<file path="src/rtl/hsv_pkg.sv">
`timescale 1ns / 1ps
package hsv_pkg;
  localparam int HUE_BITS = 9;
  localparam int HUE_SECTOR = 60;
  localparam int HUE_GREEN = 120;
  localparam int HUE_BLUE = 240;
  localparam int HUE_FULL = 360;
endpackage

</file>
<file path="src/rtl/hsv_front.sv">
`timescale 1ns / 1ps
module hsv_front #(
  parameter int W = 8,
  parameter int RW = 28,
  parameter int DW = 10
) (
  input  logic          clk,
  input  logic          rst,
  input  logic          en,
  input  logic          in_valid,
  input  logic [W-1:0]  red,
  input  logic [W-1:0]  green,
  input  logic [W-1:0]  blue,
  output logic          out_valid,
  output logic [RW-1:0] rem_h,
  output logic [DW-1:0] den_h,
  output logic [RW-1:0] rem_s,
  output logic [DW-1:0] den_s,
  output logic [W-1:0]  val
);
  import hsv_pkg::*;

  localparam int NW = W + 11;
  localparam logic [W-1:0] MAXV = {W{1'b1}};

  logic [W-1:0]  mx;
  logic [W-1:0]  mn;
  logic [W-1:0]  d;
  logic [NW-1:0] dx;
  logic [NW-1:0] num;
  logic [NW-1:0] nh;
  logic [2*W+1:0] ns;

  function automatic logic [NW-1:0] sixty(input logic [W-1:0] x);
    return NW'(HUE_SECTOR) * NW'(x);
  endfunction

  always_comb begin
    mx = red;
    mn = red;
    if (green > mx) mx = green;
    if (blue > mx) mx = blue;
    if (green < mn) mn = green;
    if (blue < mn) mn = blue;
    d = mx - mn;
    dx = NW'(d);
    if (red == mx) begin
      if (green >= blue) num = sixty(green - blue);
      else num = NW'(HUE_FULL) * dx - sixty(blue - green);
    end else if (green == mx) begin
      if (blue >= red) num = NW'(HUE_GREEN) * dx + sixty(blue - red);
      else num = NW'(HUE_GREEN) * dx - sixty(red - blue);
    end else begin
      if (red >= green) num = NW'(HUE_BLUE) * dx + sixty(red - green);
      else num = NW'(HUE_BLUE) * dx - sixty(green - red);
    end
    nh = (num << 1) + dx;
    ns = ((2*W+2)'(MAXV) * (2*W+2)'(d) << 1) + (2*W+2)'(mx);
  end

  always_ff @(posedge clk) begin
    if (rst) begin
      out_valid <= 1'b0;
    end else if (en) begin
      out_valid <= in_valid;
    end
  end

  always_ff @(posedge clk) begin
    if (en) begin
      val <= mx;
      if (d == '0) begin
        rem_h <= '0;
        den_h <= DW'(1);
        rem_s <= '0;
        den_s <= DW'(1);
      end else begin
        rem_h <= RW'(nh);
        den_h <= DW'(dx) << 1;
        rem_s <= RW'(ns);
        den_s <= DW'(mx) << 1;
      end
    end
  end
endmodule

</file>
<file path="src/rtl/hsv_div_cell.sv">
`timescale 1ns / 1ps
module hsv_div_cell #(
  parameter int W = 8,
  parameter int RW = 28,
  parameter int DW = 10,
  parameter int QB = 9,
  parameter int STEP = 0
) (
  input  logic          clk,
  input  logic          rst,
  input  logic          en,
  input  logic          in_valid,
  input  logic [RW-1:0] rem_h_in,
  input  logic [DW-1:0] den_h_in,
  input  logic [QB-1:0] q_h_in,
  input  logic [RW-1:0] rem_s_in,
  input  logic [DW-1:0] den_s_in,
  input  logic [QB-1:0] q_s_in,
  input  logic [W-1:0]  val_in,
  output logic          out_valid,
  output logic [RW-1:0] rem_h,
  output logic [DW-1:0] den_h,
  output logic [QB-1:0] q_h,
  output logic [RW-1:0] rem_s,
  output logic [DW-1:0] den_s,
  output logic [QB-1:0] q_s,
  output logic [W-1:0]  val
);
  logic [RW:0] trial_h;
  logic [RW:0] trial_s;

  always_comb begin
    trial_h = {1'b0, rem_h_in} - ((RW+1)'(den_h_in) << STEP);
    trial_s = {1'b0, rem_s_in} - ((RW+1)'(den_s_in) << STEP);
  end

  always_ff @(posedge clk) begin
    if (rst) begin
      out_valid <= 1'b0;
    end else if (en) begin
      out_valid <= in_valid;
    end
  end

  always_ff @(posedge clk) begin
    if (en) begin
      den_h <= den_h_in;
      den_s <= den_s_in;
      val <= val_in;
      if (!trial_h[RW]) begin
        rem_h <= trial_h[RW-1:0];
        q_h <= q_h_in | (QB'(1) << STEP);
      end else begin
        rem_h <= rem_h_in;
        q_h <= q_h_in;
      end
      if (!trial_s[RW]) begin
        rem_s <= trial_s[RW-1:0];
        q_s <= q_s_in | (QB'(1) << STEP);
      end else begin
        rem_s <= rem_s_in;
        q_s <= q_s_in;
      end
    end
  end
endmodule

</file>
<file path="src/rtl/rgb_to_hsv_converter.sv">
`timescale 1ns / 1ps
// RGB to HSV pixel converter.
// Slave stream carries one pixel per item: red, green and blue channels of
// CHANNEL_BITS each. Master stream returns hue in whole degrees (0..360),
// saturation (0..full scale) and value (largest channel), one item per pixel,
// in order.
// A first stage finds max, min and the hue sector and forms numerator and
// denominator of both ratios; a row of max(9, CHANNEL_BITS) division cells
// then produces one quotient bit per cell for hue and saturation together.
// Throughput is one pixel per cycle while the receiver does not stall.
// The last cell is the output register. When the receiver stalls, the whole
// row holds and s_axis_tready drops only while a finished item is waiting;
// s_axis_tready = !m_axis_tvalid || m_axis_tready.
// Reset clears all item valid flags; no item is in flight afterwards.
module rgb_to_hsv_converter #(
  parameter int CHANNEL_BITS = 8,
  localparam int IN_W = ((3 * CHANNEL_BITS + 7) / 8) * 8,
  localparam int OUT_W = ((hsv_pkg::HUE_BITS + 2 * CHANNEL_BITS + 7) / 8) * 8
) (
  input  logic             clk,
  input  logic             rst,
  input  logic             s_axis_tvalid,
  output logic             s_axis_tready,
  input  logic [IN_W-1:0]  s_axis_tdata,  // red_in, green_in, blue_in
  output logic             m_axis_tvalid,
  input  logic             m_axis_tready,
  output logic [OUT_W-1:0] m_axis_tdata   // hue_deg, sat_out, val_out
);
  import hsv_pkg::*;

  localparam int W = CHANNEL_BITS;
  localparam int QB = (W > HUE_BITS) ? W : HUE_BITS;
  localparam int DW = W + 2;
  localparam int RW = 2 * W + QB + 2;

  logic          en;
  logic          vld [QB+1];
  logic [RW-1:0] rem_h [QB+1];
  logic [DW-1:0] den_h [QB+1];
  logic [QB-1:0] q_h [QB+1];
  logic [RW-1:0] rem_s [QB+1];
  logic [DW-1:0] den_s [QB+1];
  logic [QB-1:0] q_s [QB+1];
  logic [W-1:0]  val [QB+1];

  assign en = !vld[QB] || m_axis_tready;
  assign s_axis_tready = en;
  assign q_h[0] = '0;
  assign q_s[0] = '0;

  hsv_front #(.W(W), .RW(RW), .DW(DW)) u_front (
    .clk(clk), .rst(rst), .en(en), .in_valid(s_axis_tvalid),
    .red(s_axis_tdata[W-1:0]),
    .green(s_axis_tdata[2*W-1:W]),
    .blue(s_axis_tdata[3*W-1:2*W]),
    .out_valid(vld[0]), .rem_h(rem_h[0]), .den_h(den_h[0]),
    .rem_s(rem_s[0]), .den_s(den_s[0]), .val(val[0])
  );

  for (genvar k = 0; k < QB; k++) begin : g_cell
    hsv_div_cell #(.W(W), .RW(RW), .DW(DW), .QB(QB), .STEP(QB - 1 - k)) u_cell (
      .clk(clk), .rst(rst), .en(en), .in_valid(vld[k]),
      .rem_h_in(rem_h[k]), .den_h_in(den_h[k]), .q_h_in(q_h[k]),
      .rem_s_in(rem_s[k]), .den_s_in(den_s[k]), .q_s_in(q_s[k]),
      .val_in(val[k]),
      .out_valid(vld[k+1]), .rem_h(rem_h[k+1]), .den_h(den_h[k+1]), .q_h(q_h[k+1]),
      .rem_s(rem_s[k+1]), .den_s(den_s[k+1]), .q_s(q_s[k+1]), .val(val[k+1])
    );
  end

  assign m_axis_tvalid = vld[QB];
  assign m_axis_tdata = OUT_W'({val[QB], q_s[QB][W-1:0], q_h[QB][HUE_BITS-1:0]});
endmodule

</file>
<file path="config.mk">
export PLATFORM = sky130hd
export DESIGN_NAME = rgb_to_hsv_converter
export DESIGN_NICKNAME = d
export VERILOG_FILES = /design/src/rtl/hsv_pkg.sv /design/src/rtl/hsv_front.sv /design/src/rtl/hsv_div_cell.sv /design/src/rtl/rgb_to_hsv_converter.sv
export SDC_FILE = /design/constraint.sdc
export NUM_CORES = 2
export LEC_CHECK = 0
export BUFFER_PORTS_ARGS = -buffer_cell sky130_fd_sc_hd__buf_2
export CAP_MARGIN = 25
export CORE_ASPECT_RATIO = 1.75
export CORE_MARGIN = 2
export CORE_UTILIZATION = 25
export CTS_CLUSTER_DIAMETER = 200
export DETAILED_ROUTE_END_ITERATION = 10
export PLACE_DENSITY = 0.49
export SYNTH_ARGS = -nofsm -noshare
export SYNTH_HDL_FRONTEND = slang
export SYNTH_SLANG_ARGS = --single-unit
</file>
<file path="constraint.sdc">
create_clock -name clk -period 47.8 [get_ports clk]
set_input_delay 2.39 -clock clk [delete_from_list [all_inputs] [get_ports clk]]
set_output_delay 2.39 -clock clk [all_outputs]
set_load 0.02 [all_outputs]
</file>
# Word level (Yosys, flattened, before mapping)
# Cells that the tools add are included.
totals:
  regBits: 909
  inputBits: 28
op_classes:
  muxes: 28
  addsub: 32
  eq_ne: 2
  multipliers: 10
  n_reduce_logical: 3
  order_cmp: 7
ops:
  columns: ["op", "n"]
  rows:
  - ["2-to-1 mux 27 bit", 16]
  - ["multiplier 4 x 8 -> 12 bit, first input constant", 8]
  - ["2-to-1 mux 18 bit", 5]
  - ["subtractor 27 x 10 -> 28 bit", 2]
  - ["subtractor 27 x 11 -> 28 bit", 2]
  - ["subtractor 27 x 12 -> 28 bit", 2]
  - ["subtractor 27 x 13 -> 28 bit", 2]
  - ["subtractor 27 x 14 -> 28 bit", 2]
  - ["subtractor 27 x 15 -> 28 bit", 2]
  - ["subtractor 27 x 16 -> 28 bit", 2]
  - ["subtractor 27 x 17 -> 28 bit", 2]
  - ["subtractor 27 x 18 -> 28 bit", 2]
  - ["subtractor 8 bit", 7]
  - ["2-to-1 mux 8 bit", 4]
  - ["greater-or-equal comparator 8 bit", 3]
  - ["adder 19 x 8 -> 19 bit", 1]
  - ["adder 17 x 8 -> 18 bit", 1]
  - ["subtractor 17 x 14 -> 18 bit", 1]
  - ["adder 16 x 14 -> 17 bit", 1]
  - ["subtractor 16 x 14 -> 17 bit", 1]
  - ["adder 15 x 14 -> 16 bit", 1]
  - ["== test 8 bit", 2]
  - ["> comparator 8 bit", 2]
  - ["< comparator 8 bit", 2]
  - ["other kinds (8)", 9]

# Longest topological paths before layout
logic_depth:
  word_depth: 11
  mapped_depth: 52

# By module
# From an unflattened synthesis, not the netlist that was laid out.
unflattened:
  hier_cells: 5354
  hier_area_um2: 60730.7
modules_own_cells:
  columns: ["module", "area_per_inst_um2", "cells_per_inst", "instances", "seq_area_each_um2"]
  rows:
  - ["hsv_front", 17177.7, 2029, 1, 1761.7]
  - ["hsv_div_cell at g_cell[8].u_cell", 5027.3, 389, 1, 3022.9]
  - ["hsv_div_cell at g_cell[6].u_cell", 4992.3, 399, 1, 3022.9]
  - ["hsv_div_cell at g_cell[7].u_cell", 4903.5, 381, 1, 3022.9]
  - ["hsv_div_cell at g_cell[5].u_cell", 4894.7, 370, 1, 3022.9]
  - ["hsv_div_cell at g_cell[4].u_cell", 4850.9, 379, 1, 3022.9]
  - ["hsv_div_cell at g_cell[3].u_cell", 4790.8, 362, 1, 3022.9]
  - ["hsv_div_cell at g_cell[2].u_cell", 4715.8, 345, 1, 3022.9]
  - ["hsv_div_cell at g_cell[1].u_cell", 4699.5, 350, 1, 3022.9]
  - ["hsv_div_cell at g_cell[0].u_cell", 4615.7, 341, 1, 3022.9]
  - ["rgb_to_hsv_converter", 62.6, 9, 1, 0.0]

# Worst setup path after synthesis
# No wires, ideal clock.
synth_timing:
  path_type: "input-to-reg"
  start: "input m_axis_tready"
  end: "register g_cell[0].u_cell.den_h[0] (enable)"
  t_required_ns: 41.901
  arrival_time_ns: 16.203
  setup_ns: 5.899
  slack_ns: 25.698
  path_stages: 2
  cell_sequence: "nor2b_1 clkinv_1"
synth_between:
  elab_chain_len: 1
synth_lines:
  columns: ["item", "line_no", "source"]
  rows:
  - ["start: declaration", "rgb_to_hsv_converter.sv:26", "input logic m_axis_tready,"]
  - ["logical OR 1 bit", "rgb_to_hsv_converter.sv:46", "assign en = !vld[QB] || m_axis_tready;"]
  - ["via s_axis_tready", "rgb_to_hsv_converter.sv:23", "output logic s_axis_tready,"]
  - ["end signal: assignment", "hsv_div_cell.sv:47", "den_h <= den_h_in;"]
  - ["end: declaration", "hsv_div_cell.sv:22", "output logic [DW-1:0] den_h,"]
# The timed path passes the listed nets, and every way through them passes these cells.
# A chain may end at the register's enable or synchronous reset.

# Final worst setup path
layout_timing:
  start: "input s_axis_tdata[8]"
  end: "register u_front.rem_h[18], data pin"
layout_between:
  elab_chain_len: 11
  elab_cells_between_ends: 36
  cone_classes: "add/sub (11); mul (7); order compare (6); eq/ne (2); mux (9); reduce/logical (1)"
layout_lines:
  columns: ["item", "line_no", "source"]
  rows:
  - ["start: declaration", "rgb_to_hsv_converter.sv:24", "input logic [IN_W-1:0] s_axis_tdata,"]
  - ["> comparator 8 bit / < comparator 8 bit (equally long branches)", "hsv_front.sv:41, hsv_front.sv:43", null]
  - ["2-to-1 mux 8 bit (on tied branches)", "hsv_front.sv:41, hsv_front.sv:43", null]
  - ["> comparator 8 bit / < comparator 8 bit (equally long branches)", "hsv_front.sv:42, hsv_front.sv:44", null]
  - ["2-to-1 mux 8 bit (on tied branches)", "hsv_front.sv:42, hsv_front.sv:44", null]
  - ["subtractor 8 bit", "hsv_front.sv:45", "d = mx - mn;"]
  - ["multiplier 4 x 8 -> 12 bit", null, null]
  - ["subtractor 16 x 14 -> 17 bit, or another cell as far along", "hsv_front.sv:55", "else num = NW'(HUE_BLUE) * dx - sixty(green - red);"]
  - ["2-to-1 mux 18 bit (on tied branches)", "hsv_front.sv:54, hsv_front.sv:51", null]
  - ["2-to-1 mux 18 bit", "hsv_front.sv:50", "end else if (green == mx) begin"]
  - ["2-to-1 mux 18 bit", "hsv_front.sv:47", "if (red == mx) begin"]
  - ["adder 19 x 8 -> 19 bit", "hsv_front.sv:57", "nh = (num << 1) + dx;"]
  - ["end signal: assignment", "hsv_front.sv:78", "rem_h <= RW'(nh);"]
  - ["end: declaration", "hsv_front.sv:15", "output logic [RW-1:0] rem_h,"]
# Parallel ways exist; a longest one is shown, timed or not.

==> summary.md <==
| Metric | Value |
|---|---|
| Outcome | completed |
| Hold_buf cts | 0 |
| Register area share after synthesis | 46.18% |
| Post-synth design cell area | 49140 um^2 |
| CTS Buffer Depth | 3 |
| Setup Total Neg Slack | 0 ns |
| Initial antenna violation count | 3 |
| CP endpoint kind | flip-flop |
| Vias in the first global route | 34036 |
| Final Hold Vio Count | 0 |
| CP Data Required Time | 48.19 ns |
| Post-synthesis adder-cell area fraction | 17.20% |
| Crit Path Class | in -> reg |
| #FFs+latches synth | 759 |
| Max stage delay cell, worst path | xor2_1 |
| Die Ht | 590.5 um |
| Hold Crit Class | reg -> reg |
| Worst Skew | 0.01931 ns |
| H-tree level count | 3 |
| Netlist cell types | 95 |
| IO Port Bufs | 54 |
| Gate Count Post-Synth | 4501 |
| Core Rows | 215 |
| FMAX | 0.06748 GHz |
| Post-CTS sizing | 0 |
| Leading register cell type out of synthesis | edfxtp_1 |
| Pre-Repair DR Iteration Count | 5 |
| CP max stage delay | 0.81 ns |
| XOR/XNOR Fraction of Synth Area | 8.173% |
| Fill cell count | 20260 |
| Max-Cap Viols | 0 |
| # DRC | 0 |
| Post-DP HPWL | 89.41 mm |
| Wire length on met1 | 36.95 mm |
| Skew-Pair Late Insertion Delay | 0.66 ns |
| Post-Synthesis Mean Instance Area | 10.92 um^2 |
| Via count | 31867 |
| Area of the multi-input gates | 24140 um^2 |
| Initial drt markers | 1151 |
| Most common cell after layout, fill and taps aside | edfxtp_1 |
| Final setup viols | 0 |
| Via density | 4.389 |
| Routed wl met2 | 65.23 mm |
| Pin count of the biggest net entering global routing | 190 |
| Gpl congestion | 0.8950 |
| Fin crit share | 31.00% |
| Gr usage total | 11.22% |
| I/O pin count | 62 |
| Nets@finish | 5215 |
| Mux cell area share after synthesis | 0.6493% |
| Fin crit period | 14.82 ns |
| Synth warnings | 0 |
| Met3 wire length | 2.153 mm |
| Largest family of logic cells by synthesized area | adder cells |
| Asr flop ratio synth | 0% |
| Total CTS buffers | 70 |
| Layout area overhead | 12.05% |
| Rel. slew slack | 18.19% |
| Buffers inserted by post-CTS timing repair | 0 |
| Most frequent cells in the layout | edfxtp_1 (749), inv_1 (536), ha_1 (446), nor2_1 (341), a21oi_1 (303) |
| Startpoint types | input port |
| Number of enable flip-flop cells after synthesis | 749 |
| Die width | 339.1 um |
| ANT nets after route | 0 |
| Final design area excluding fillers | 55060 um^2 |
| Layout cells sized above 1 | 5.585% |
| Synth Area in Simple Gates | 11.38% |
| RSZ-0062 raised after global routing | false |
| CTS tree | built |
| Die area | 200300 um^2 |
| Top Layer Used | met4 |
| First-pass GRT wire length | 177.0 mm |
| Clock Sink Count | 759 |
| Core ar. | 195600 um^2 |
| CP max FO | 18 |
| Total Wirelength | 112.7 mm |
| Clock-pin slew on the worst setup and hold paths | 0.07 ns |
| Slew of the pin with the lowest slew margin | 1.212 ns |
| Initial Util | 25.13% |
| Worst Path Arrival | 15.21 ns |
| Wirelength per Cell | 15.52 um |
| Seq. cell area | 22690 um^2 |
| Placement Cell Area | 52700 um^2 |
| Gr ovfl total | 0 |
| CTS Root Cell | clkbuf_16 |
| Synth Area in Compound Gates | 11.54% |
| Max-slew violation count | 0 |
==> path summary, 6_finish.rpt <==
| path | depth (start not counted) | end | slack, ns | start |
|---|---|---|---|---|
| worst max register to register | 16 | g_cell[5].u_cell.rem_s[22] | 42.89 | g_cell[4].u_cell.den_h[0] |
| worst min register to register | 0 | g_cell[0].u_cell.rem_s[1] | 0.41 | u_front.rem_s[1] |
| worst min-delay path | 0 | g_cell[0].u_cell.rem_s[1] | 0.41 | u_front.rem_s[1] |
| worst max-delay path | 39 | u_front.rem_h[18] | 32.98 | s_axis_tdata[8] |
==> cells in the mapped netlist, types with 9 or more instances <==
| cell | number | area (um^2) |
|---|---|---|
| edfxtp_1 | 749 | 22490 |
| inv_1 | 536 | 2012 |
| ha_1 | 446 | 5580 |
| nor2_1 | 342 | 1284 |
| a21oi_1 | 303 | 1516 |
| nand2_1 | 266 | 998.5 |
| xnor2_1 | 261 | 2286 |
| xor2_1 | 193 | 1690 |
| o21ai_0 | 180 | 900.9 |
| fa_1 | 141 | 2823 |
| a21o_1 | 132 | 991.0 |
| nor3_1 | 104 | 520.5 |
| nand2b_1 | 81 | 506.7 |
| nand3_1 | 61 | 305.3 |
| nor4_1 | 59 | 369.1 |
| o21bai_1 | 55 | 412.9 |
| clkbuf_1 | 53 | 198.9 |
| nor2b_1 | 53 | 331.6 |
| o31ai_1 | 40 | 300.3 |
| or3_1 | 37 | 231.5 |
| and2_1 | 33 | 206.5 |
| a21boi_0 | 28 | 210.2 |
| nand4_1 | 20 | 125.1 |
| o21a_1 | 20 | 150.1 |
| or4_1 | 19 | 142.6 |
| a211oi_1 | 18 | 135.1 |
| mux2i_1 | 18 | 180.2 |
| and3_1 | 14 | 87.58 |
| buf_2 | 13 | 65.06 |
| a2111oi_0 | 11 | 96.34 |
| nor3b_1 | 11 | 82.58 |
| o31a_1 | 11 | 96.34 |
| or2_2 | 11 | 68.82 |
| buf_4 | 10 | 75.07 |
| dfxtp_1 | 10 | 200.2 |
| nand3b_1 | 10 | 75.07 |
| o211ai_1 | 10 | 75.07 |
| o22ai_1 | 10 | 62.56 |
| a31oi_1 | 9 | 56.30 |
| mux2_2 | 9 | 101.4 |
| o41ai_1 | 9 | 78.83 |
==> cell families after synthesis <==
group | Yosys count
mux | 30
simple gates | 1147
compound gates | 896
fa+ha+maj | 592
flops | 759
other cells | 1
buf+inv | 620
xor+xnor | 456
==> flip-flops by register name, indices dropped and copies added (netlist names), 17 cells and up <==
name and cells:
g_cell.u_cell.rem_h 216, g_cell.u_cell.den_h 49, g_cell.u_cell.q_s 36, u_front.rem_s 17, g_cell.u_cell.rem_s 215, g_cell.u_cell.val 72
g_cell.u_cell.q_h 45, g_cell.u_cell.den_s 58
==> per-layer routing <==
layer | vias to the layer above | global-route usage [%]
met3 | 231 | 1.103
met5 | - | 0
met4 | 0 | 7.709
met2 | 363 | 23.66
li1 | 16002 | -
met1 | 15271 | 9.548
==> critical path: cells and delay by family <==
kind | cells | cell delay, ns
adder cells (fa/ha/maj) | 7 | 2.89
AO/OA/AOI/OAI | 10 | 3.81
AND/OR/NAND/NOR | 11 | 2.73
multiplexers | 2 | 0.68
buffers and inverters | 5 | 0.76
XOR/XNOR | 4 | 1.90
==> area by class of cell <==
class                      count  share of cell area (%)
antenna                        1                0.004545
multi-input combinational   3136                   43.84
sequential                   759                   41.21
tap                         2604                   5.917
timing repair buffer          95                   1.141
clock inverter                40                  0.8681
inverter                     538                   3.681
clock buffer                  87                   3.334
==> metrics by stage <==
| step | util, % | hold slack, ns | worst slack [ns] | std cells |
|---|---|---|---|---|
| 3_3_place_gp | 26.93 | 0.4026 | 32.42 | 7126 |
| 4_1_cts | 28.13 | 0.4119 | 33.05 | 7257 |
| 5_1_grt | 28.15 | 0.4190 | 32.09 | 7260 |
| 2_1_floorplan | - | 0.4003 | 25.70 | 4515 |
| 3_5_place_dp | 26.95 | 0.4045 | 32.37 | 7130 |
| 6_report | 28.15 | 0.4071 | 32.98 | 7260 |
Power is left out: the tool's default activity adds up to more than one toggle a clock period on the data nets, which glitch-free logic cannot reach.
